<file path="src/design/i2c_ras_pkg.sv">
// types, codes and helpers shared by the register access sequencer
package i2c_ras_pkg;

  localparam logic [2:0] MODE_START_READ  = 3'd0;
  localparam logic [2:0] MODE_START_WRITE = 3'd1;
  localparam logic [2:0] MODE_TX_READY    = 3'd2;
  localparam logic [2:0] MODE_RX_BYTE     = 3'd3;
  localparam logic [2:0] MODE_STOP_SEEN   = 3'd4;
  localparam logic [2:0] MODE_ARB_LOST    = 3'd5;

  localparam logic [2:0] STATUS_IDLE   = 3'd0;
  localparam logic [2:0] STATUS_REG    = 3'd1;
  localparam logic [2:0] STATUS_SWITCH = 3'd2;
  localparam logic [2:0] STATUS_RX     = 3'd3;
  localparam logic [2:0] STATUS_TX     = 3'd4;
  localparam logic [2:0] STATUS_ERROR  = 3'd5;

  typedef enum logic [5:0] {
    PH_IDLE   = 6'b000001,
    PH_REG    = 6'b000010,
    PH_SWITCH = 6'b000100,
    PH_RX     = 6'b001000,
    PH_TX     = 6'b010000,
    PH_ERROR  = 6'b100000
  } phase_t;

  typedef struct packed {
    logic [2:0] mode;
    logic [6:0] slave_address;
    logic [7:0] register_address;
    logic [7:0] byte_count;
    logic [7:0] data_byte;
  } cmd_t;

  typedef struct packed {
    logic [6:0] slave_address_out;
    logic       issue_start_tx;
    logic       issue_restart_rx;
    logic       issue_stop;
    logic       tx_valid;
    logic [7:0] tx_byte;
    logic       data_taken;
    logic       rx_valid;
    logic [7:0] rx_byte;
    logic [7:0] rx_position;
    logic [2:0] status;
    logic       wake;
  } res_t;

  function automatic logic [2:0] status_of(phase_t p);
    logic [2:0] s;
    case (p)
      PH_IDLE:   s = STATUS_IDLE;
      PH_REG:    s = STATUS_REG;
      PH_SWITCH: s = STATUS_SWITCH;
      PH_RX:     s = STATUS_RX;
      PH_TX:     s = STATUS_TX;
      PH_ERROR:  s = STATUS_ERROR;
      default:   s = STATUS_IDLE;
    endcase
    return s;
  endfunction

endpackage

</file>
<file path="src/design/i2c_ras_if.sv">
// handshake interfaces for the event and result channels
interface i2c_ras_cmd_if import i2c_ras_pkg::*; ();
  logic valid;
  logic ready;
  cmd_t data;
  modport source (output valid, output data, input ready);
  modport sink (input valid, input data, output ready);
endinterface

interface i2c_ras_res_if import i2c_ras_pkg::*; ();
  logic valid;
  logic ready;
  res_t data;
  modport source (output valid, output data, input ready);
  modport sink (input valid, input data, output ready);
endinterface

</file>
<file path="src/design/i2c_register_access_sequencer_core.sv">
// register access sequencer core: event register, sequencing logic, result register
// an accepted event is held in the event register, and its result is then registered in the result register
// throughput: one event per cycle while the result channel is not stalled; the phase and counter
// registers update between the event register and the result register
// reset (rst, synchronous): phase idle, counters and held address cleared,
// both pipeline registers empty; no event is accepted while rst is high
module i2c_register_access_sequencer_core import i2c_ras_pkg::*; (
  input  logic            clk,
  input  logic            rst,
  i2c_ras_cmd_if.sink     cmd,
  i2c_ras_res_if.source   rsp
);

  logic       in_valid;
  cmd_t       in_data;
  logic       out_valid;
  res_t       out_data;
  logic       out_free;

  phase_t     phase;
  logic [7:0] reg_address_hold;
  logic [7:0] rx_remaining;
  logic [7:0] tx_remaining;
  logic [7:0] rx_index_count;

  phase_t     phase_next;
  logic [7:0] reg_address_hold_next;
  logic [7:0] rx_remaining_next;
  logic [7:0] tx_remaining_next;
  logic [7:0] rx_index_count_next;
  res_t       res_next;

  assign out_free  = !out_valid || rsp.ready;
  assign cmd.ready = !rst && (!in_valid || out_free);
  assign rsp.valid = out_valid;
  assign rsp.data  = out_data;

  always_ff @(posedge clk) begin
    if (rst) begin
      in_valid <= 1'b0;
    end else if (cmd.ready) begin
      in_valid <= cmd.valid;
    end
    if (cmd.ready && cmd.valid) begin
      in_data <= cmd.data;
    end
  end

  always_comb begin
    phase_next            = phase;
    reg_address_hold_next = reg_address_hold;
    rx_remaining_next     = rx_remaining;
    tx_remaining_next     = tx_remaining;
    rx_index_count_next   = rx_index_count;
    res_next              = '0;
    case (in_data.mode)
      MODE_START_READ, MODE_START_WRITE: begin
        phase_next                 = PH_REG;
        reg_address_hold_next      = in_data.register_address;
        rx_remaining_next          = (in_data.mode == MODE_START_READ) ? in_data.byte_count : 8'd0;
        tx_remaining_next          = (in_data.mode == MODE_START_WRITE) ? in_data.byte_count : 8'd0;
        rx_index_count_next        = 8'd0;
        res_next.slave_address_out = in_data.slave_address;
        res_next.issue_start_tx    = 1'b1;
      end
      MODE_TX_READY: begin
        case (phase)
          PH_REG: begin
            res_next.tx_valid = 1'b1;
            res_next.tx_byte  = reg_address_hold;
            phase_next        = (rx_remaining != 8'd0) ? PH_SWITCH : PH_TX;
          end
          PH_SWITCH: begin
            res_next.issue_restart_rx = 1'b1;
            res_next.issue_stop       = (rx_remaining == 8'd1);
            phase_next                = PH_RX;
          end
          PH_TX: begin
            if (tx_remaining != 8'd0) begin
              res_next.tx_valid   = 1'b1;
              res_next.tx_byte    = in_data.data_byte;
              res_next.data_taken = 1'b1;
              tx_remaining_next   = tx_remaining - 8'd1;
            end else begin
              res_next.issue_stop = 1'b1;
              res_next.wake       = 1'b1;
              phase_next          = PH_IDLE;
            end
          end
          default: begin
          end
        endcase
      end
      MODE_RX_BYTE: begin
        if (rx_remaining != 8'd0) begin
          res_next.rx_valid    = 1'b1;
          res_next.rx_byte     = in_data.data_byte;
          res_next.rx_position = rx_index_count;
          rx_index_count_next  = rx_index_count + 8'd1;
          rx_remaining_next    = rx_remaining - 8'd1;
        end
        if (rx_remaining_next == 8'd1) begin
          res_next.issue_stop = 1'b1;
        end else if (rx_remaining_next == 8'd0) begin
          res_next.wake = 1'b1;
          phase_next    = PH_IDLE;
        end
      end
      MODE_STOP_SEEN: phase_next = PH_IDLE;
      MODE_ARB_LOST:  phase_next = PH_ERROR;
      default: begin
      end
    endcase
    res_next.status = status_of(phase_next);
  end

  always_ff @(posedge clk) begin
    if (rst) begin
      phase            <= PH_IDLE;
      reg_address_hold <= 8'd0;
      rx_remaining     <= 8'd0;
      tx_remaining     <= 8'd0;
      rx_index_count   <= 8'd0;
      out_valid        <= 1'b0;
    end else begin
      if (in_valid && out_free) begin
        phase            <= phase_next;
        reg_address_hold <= reg_address_hold_next;
        rx_remaining     <= rx_remaining_next;
        tx_remaining     <= tx_remaining_next;
        rx_index_count   <= rx_index_count_next;
      end
      if (out_free) begin
        out_valid <= in_valid;
      end
    end
    if (in_valid && out_free) begin
      out_data <= res_next;
    end
  end

  // a start request always leaves the sequencer sending the register address
  a_start_status: assert property (@(posedge clk) disable iff (rst)
    rsp.valid && rsp.data.issue_start_tx |-> rsp.data.status == STATUS_REG)
    else $error("start request without register address phase");

  // a finished transaction always reports idle
  a_wake_idle: assert property (@(posedge clk) disable iff (rst)
    rsp.valid && rsp.data.wake |-> rsp.data.status == STATUS_IDLE)
    else $error("wake raised outside idle");

  // a consumed write byte is always the byte being transmitted
  a_taken_tx: assert property (@(posedge clk) disable iff (rst)
    rsp.valid && rsp.data.data_taken |-> rsp.data.tx_valid && !rsp.data.rx_valid)
    else $error("write byte taken without transmit");

  // pipeline only moves when the result register can take it
  a_no_overwrite: assert property (@(posedge clk) disable iff (rst)
    out_valid && !rsp.ready |=> out_valid && $stable(phase))
    else $error("sequencer advanced while result stalled");

  // state comes out of reset idle
  a_reset_idle: assert property (@(posedge clk)
    $past(rst) |-> phase == PH_IDLE && !out_valid)
    else $error("state not idle after reset");

endmodule
</file>
<file path="src/flat_wrapper.sv">
// flat-port wrapper written by rule: the top's interface ports become plain ports
module i2c_register_access_sequencer_core_flat import i2c_ras_pkg::*;
  (clk, rst, cmd_valid, cmd_data, cmd_ready, rsp_valid, rsp_data, rsp_ready);
  i2c_ras_cmd_if cmd_i ();
  i2c_ras_res_if rsp_i ();
  input  logic clk;
  input  logic rst;
  input wire logic [$bits(cmd_i.valid)-1:0] cmd_valid;
  input wire logic [$bits(cmd_i.data)-1:0] cmd_data;
  output wire logic [$bits(cmd_i.ready)-1:0] cmd_ready;
  output wire logic [$bits(rsp_i.valid)-1:0] rsp_valid;
  output wire logic [$bits(rsp_i.data)-1:0] rsp_data;
  input wire logic [$bits(rsp_i.ready)-1:0] rsp_ready;
  assign cmd_i.valid = cmd_valid;
  assign cmd_i.data = cmd_data;
  assign cmd_ready = cmd_i.ready;
  assign rsp_valid = rsp_i.valid;
  assign rsp_data = rsp_i.data;
  assign rsp_i.ready = rsp_ready;
  i2c_register_access_sequencer_core u_core (.clk(clk), .rst(rst), .cmd(cmd_i), .rsp(rsp_i));
endmodule
</file>
<file path="config.mk">
export PLATFORM = sky130hd
export DESIGN_NAME = i2c_register_access_sequencer_core_flat
export DESIGN_NICKNAME = d
export VERILOG_FILES = /design/src/design/i2c_ras_pkg.sv /design/src/design/i2c_ras_if.sv /design/src/design/i2c_register_access_sequencer_core.sv /design/src/flat_wrapper.sv
export SDC_FILE = /design/constraint.sdc
export NUM_CORES = 1
export LEC_CHECK = 0
export BUFFER_PORTS_ARGS = -buffer_cell sky130_fd_sc_hd__buf_2
export CAP_MARGIN = 40
export CORE_UTILIZATION = 40
export DETAILED_ROUTE_END_ITERATION = 10
export GPL_ROUTABILITY_DRIVEN = 0
export MAX_ROUTING_LAYER = met4
export PLACE_DENSITY = 0.67
export REMOVE_ABC_BUFFERS = 1
export SYNTH_ARGS = -nofsm -noshare
export SYNTH_HDL_FRONTEND = slang
export SYNTH_SLANG_ARGS = --single-unit
</file>
<file path="constraint.sdc">
create_clock -name clk -period 6.75 [get_ports clk]
set_clock_uncertainty 0.15 [all_clocks]
set_input_delay 0.675 -clock clk [delete_from_list [all_inputs] [get_ports clk]]
set_output_delay 0.675 -clock clk [all_outputs]
set_load 0.01 [all_outputs]
</file>
# After elaboration in Yosys (flattened, before gate mapping)
# Index checks and enable logic that the tools add are counted.
word_totals:
  regBits: 115
  output_inout_bits: 43
  inputBits: 38
  word_cells: 96
classes:
  reduce_logical: 21
  muxes: 30
  add_sub_neg: 3
  n_eq_ne: 18
ops:
  columns: ["op", "count"]
  rows:
  - ["$mux 8", 7]
  - ["$pmux 8 s2", 3]
  - ["$pmux 6 s5", 1]
  - ["$mux 6", 3]
  - ["$pmux 6 s3", 1]
  - ["$pmux 9 s2", 1]
  - ["$mux 17", 1]
  - ["$eq 8x1->1 const B", 2]
  - ["$reduce_bool 8->1", 2]
  - ["$sub 8x1->8 const B", 2]
  - ["$pmux 3 s5", 1]
  - ["$eq 6x2->1 const B", 2]
  - ["$eq 6x3->1 const B", 2]
  - ["$eq 6x5->1 const B", 2]
  - ["$mux 10", 1]
  - ["$add 8x1->8 const B", 1]
  - ["$logic_not 8->1", 1]
  - ["$reduce_and 2->1", 4]
  - ["$mux 1", 7]
  - ["$eq 3x2->1 const B", 2]
  - ["$eq 3x3->1 const B", 2]
  - ["$eq 6x4->1 const B", 1]
  - ["$eq 6x6->1 const B", 1]
  - ["$pmux 1 s2", 3]
  - ["12 further kinds", 19]

# Depth between registers and ports, before layout
depth:
  depth_word: 9
  depth_mapped: 10
  ltp_nobuf: 9

# Worst setup path before layout
# Ideal clock, no wire load.
synth_path:
  kind: "input port to flip-flop"
  start: "input port rsp_ready"
  end: "register u_core.tx_remaining[1]"
  path_buffers: 1
  required_time_ns: 6.513
  stages: 7
  slack_ns: 3.386
  setup_time_ns: 0.087
  t_arrival_ns: 3.127
  cell_sequence: "nor2b_1 -> nand2b_1 -> clkbuf_1 -> clkinv_1 -> o21ai_0 -> a211oi_1 -> a211oi_1"
synth_between:
  elab_chain_len: 3
synth_lines:
  columns: ["element", "line_no", "text"]
  rows:
  - ["from (decl)", "flat_wrapper.sv:13", "input wire logic [$bits(rsp_i.ready)-1:0] rsp_ready;"]
  - ["$logic_or 1x1->1", "i2c_register_access_sequencer_core.sv:33", "assign out_free = !out_valid || rsp.ready;"]
  - ["$logic_and 1x1->1", "i2c_register_access_sequencer_core.sv:126", "if (in_valid && out_free) begin"]
  - ["$reduce_and 4->1 (no line)", null, null]
  - ["to (signal assigned)", "i2c_register_access_sequencer_core.sv:130", "tx_remaining <= tx_remaining_next;"]
  - ["to (decl)", "i2c_register_access_sequencer_core.sv:23", "logic [7:0] tx_remaining;"]
# No other way between the ends.
# A chain may end at the register's enable or synchronous reset.

==> key figures <==
CTS
  • Clock transition at path regs: 0.06 ns
  • Cts hold-fix bufs: 0
  • Clock H-tree levels: 4
  • Longest Clk Path Bufs: 2
  • Post-CTS setup buffer count: 0
  • Resized cells post-CTS: 0
  • Num CTS Buffers: 17
  • CTS root buf: clkbuf_16
  • Clk sink count: 115
  • CTS tree: yes
  • Clock latency on the worst-skew pair: 0.42 ns

Drt
  • Vias: 4002
  • Final antenna-violating net count: 0
  • Drt total wl: 11.7 mm
  • Pre-Repair DR Iteration Count: 5
  • DRC: 0
  • Via/cell ratio: 5.42
  • Initial DRC count: 355
  • Wirelength per Cell: 15.9 um

Pwr
  • Worst IR drop on VDD: 173 uV
  • Pwr/cell area: 293 nW/um2
  • Total leakage power: 2.31 nW

Die
  • Starting Density: 41.8%
  • Die height: 115 um
  • # rows: 40
  • DIE AREA: 13300 um2
  • Die X-Extent: 115 um
  • Core box area: 12300 um2
  • Boundary Pins: 81

Worst setup path
  • Worst-path maximum fanout: 9
  • Crit path launch type: flip-flop
  • Setup crit end kind: flip-flop
  • Setup crit start: u_core.rx_remaining[0]
  • Launching point of the worst reg2reg path: u_core.rx_remaining[0]
  • Arrival time worst endpoint: 3.37 ns
  • Crit path kind: flip-flop to flip-flop
  • CP required: 6.80 ns

Layout
  • Area Overhead vs Synth: 22.5%
  • N_diodes: 0
  • Multi-input combinational cell area: 1920 um2
  • Register Area: 3050 um2
  • Layout Utilization: 51.1%
  • Layout cell share with drive strength beyond 1: 22.8%
  • Fillers: 1064
  • Post-route design area: 6270 um2
  • Nets: 600

Global routing
  • Grt ovf: 0
  • Total GRT Usage: 19.2%
  • Vias in the first global route: 3776
  • Largest net degree at the start of global routing: 42
  • Antenna violations before repair: 0
  • First-pass GRT wire length: 18.7 mm

Yosys
  • Avg Synthesized Cell Area: 10.7 um2
  • Asr flop ratio synth: 0%
  • Synth warn: 0
  • Yosys cell types: 61
  • Synth Register Bits: 115
  • Top-area cell type share of the netlist area: 44.0%
  • Synth top area cells: edfxtp_1 44%, dfxtp_1 16%, nor2_1 4.3%, nand2_1 3.5%, and2_1 3.1%
  • Top cells by count, synth: 75 x edfxtp_1, 58 x nor2_1, 48 x nand2_1
  • Cell with the most instances after synthesis: edfxtp_1
  • Synth Flop Type: edfxtp_1
  • Cells after Synth: 479
  • Post-Syn Area: 5120 um2
  • Number of flops mapped to enable cells by yosys: 75
  • Sequential fraction of the synthesis area: 59.6%
  • Synth area leader: edfxtp_1

Placed design
  • Placed inst area: 5670 um2
  • HPWL after DPL: 7.92 mm
  • Pre-CTS setup slack: 3.58 ns
  • PortBufs: 80

STA
  • RSZ-0062 raised after global routing: no
  • Fmax achieved: 301 MHz
  • Worst Tran Pin Value: 0.771 ns
  • Final setup violation count: 0
  • Slew HR: 48.4%
  • Setup TNS: 0 ns
  • Fin crit share: 49.2%
  • Final worst setup slack: 3.43 ns
  • Pins Over Slew Limit: 0
  • Period minus WS final: 3.32 ns
  • Fin. Hold Viols: 0

Worst hold path
  • Hold crit path type: input port to flip-flop
  • Hold path start: cmd_data[5]

Job
  • Max-Cap Viols: 0

Outcome
  • Outcome: complete, no violations
==> cells by family (layout without fill, tap and decap cells) <==
group	count (synthesis)	after routing	synth area share, %
buf+inv	35	127	2.91
simple gates	200	200	19.8
compound gates	117	117	15.3
mux	1	1	0.220
flops	115	115	59.6
fa+ha+maj	4	4	0.978
xor+xnor	7	7	1.20
==> worst paths after layout <==
path	end	slack, ns	cells past startpoint
setup / recovery	u_core.rsp.data[3]	3.43	9
hold / removal	u_core.in_data[5]	0.28	1
setup reg to reg	u_core.rsp.data[3]	3.43	9
hold reg to reg	u_core.reg_address_hold[5]	0.30	2
==> registers in the layout, indices dropped and copies added, names as in the netlist <==
signal                   count
u_core.in_data              34
u_core.in_valid              1
u_core.phase                 6
u_core.reg_address_hold      8
u_core.rsp.data             41
u_core.rsp.valid             1
u_core.rx_index_count        8
u_core.rx_remaining          8
u_core.tx_remaining          8
==> per-layer routing <==
layer	wire length (um)	vias up	GRT usage (%)
li1	-	1921	-
met1	5120	1872	24.2
met2	5550	188	29.3
met3	835	21	4.69
met4	224	0	8.48
met5	0	-	-
==> worst max-delay path, cell delays in order (launching register included) <==
cell and delay, ns:
dfxtp_1 0.37, inv_1 0.10, ha_1 0.28, nor4b_1 0.58
nand2_1 0.31, a41oi_2 0.36, nor4b_4 0.12, nand4bb_1 0.27
a21o_1 0.23, a2111oi_2 0.35
==> cell type report <==
type,instances,area share [%]
inverter,11,0.658
clock buffer,17,6.78
sequential,115,48.7
timing repair buffer,84,7.06
clock inverter,15,2.87
multi-input combinational,329,30.6
tap,168,3.35
==> placed cells by master, fill, tap and decap left out, types with 3 or more instances in the layout <==
| cell | n |
|---|---|
| bufinv_16 | 3 |
| or3_1 | 6 |
| and2_1 | 25 |
| o21ai_0 | 26 |
| ha_1 | 4 |
| nand2b_1 | 4 |
| clkinv_4 | 4 |
| o21a_1 | 4 |
| a211oi_1 | 8 |
| nor2b_1 | 4 |
| a21oi_1 | 30 |
| o31ai_1 | 3 |
| buf_2 | 80 |
| nor4_1 | 4 |
| dfxtp_1 | 40 |
| clkbuf_16 | 17 |
| inv_1 | 10 |
| nand2_1 | 48 |
| or2_2 | 3 |
| o21ai_1 | 4 |
| o211ai_1 | 4 |
| edfxtp_1 | 75 |
| and3_1 | 3 |
| nor2_1 | 58 |
| a21o_1 | 3 |
| buf_4 | 3 |
| inv_6 | 3 |
| nand3_1 | 10 |
| nor3_1 | 17 |
| xor2_1 | 6 |
| or4_1 | 3 |
| a22oi_1 | 14 |
==> stage by stage <==
| step | hold WS [ns] | instances | total power, mW |
|---|---|---|---|
| final | 0.283 | 739 | 1.84 |
| after global routing | 0.274 | 739 | 1.89 |
| after CTS | 0.275 | 739 | 1.84 |
| after detailed placement | 0.298 | 707 | 0.933 |
| after global placement | 0.291 | 705 | 0.929 |
| after floorplan | 0.280 | 455 | 0.882 |
==> where the power goes <==
part	internal [mW]	total, mW	switching, mW
logic	0.0492	0.126	0.0773
clock network	0.582	0.916	0.333
registers	0.777	0.794	0.0174
total	1.41	1.84	0.428
(Power assumes the default switching activity.)
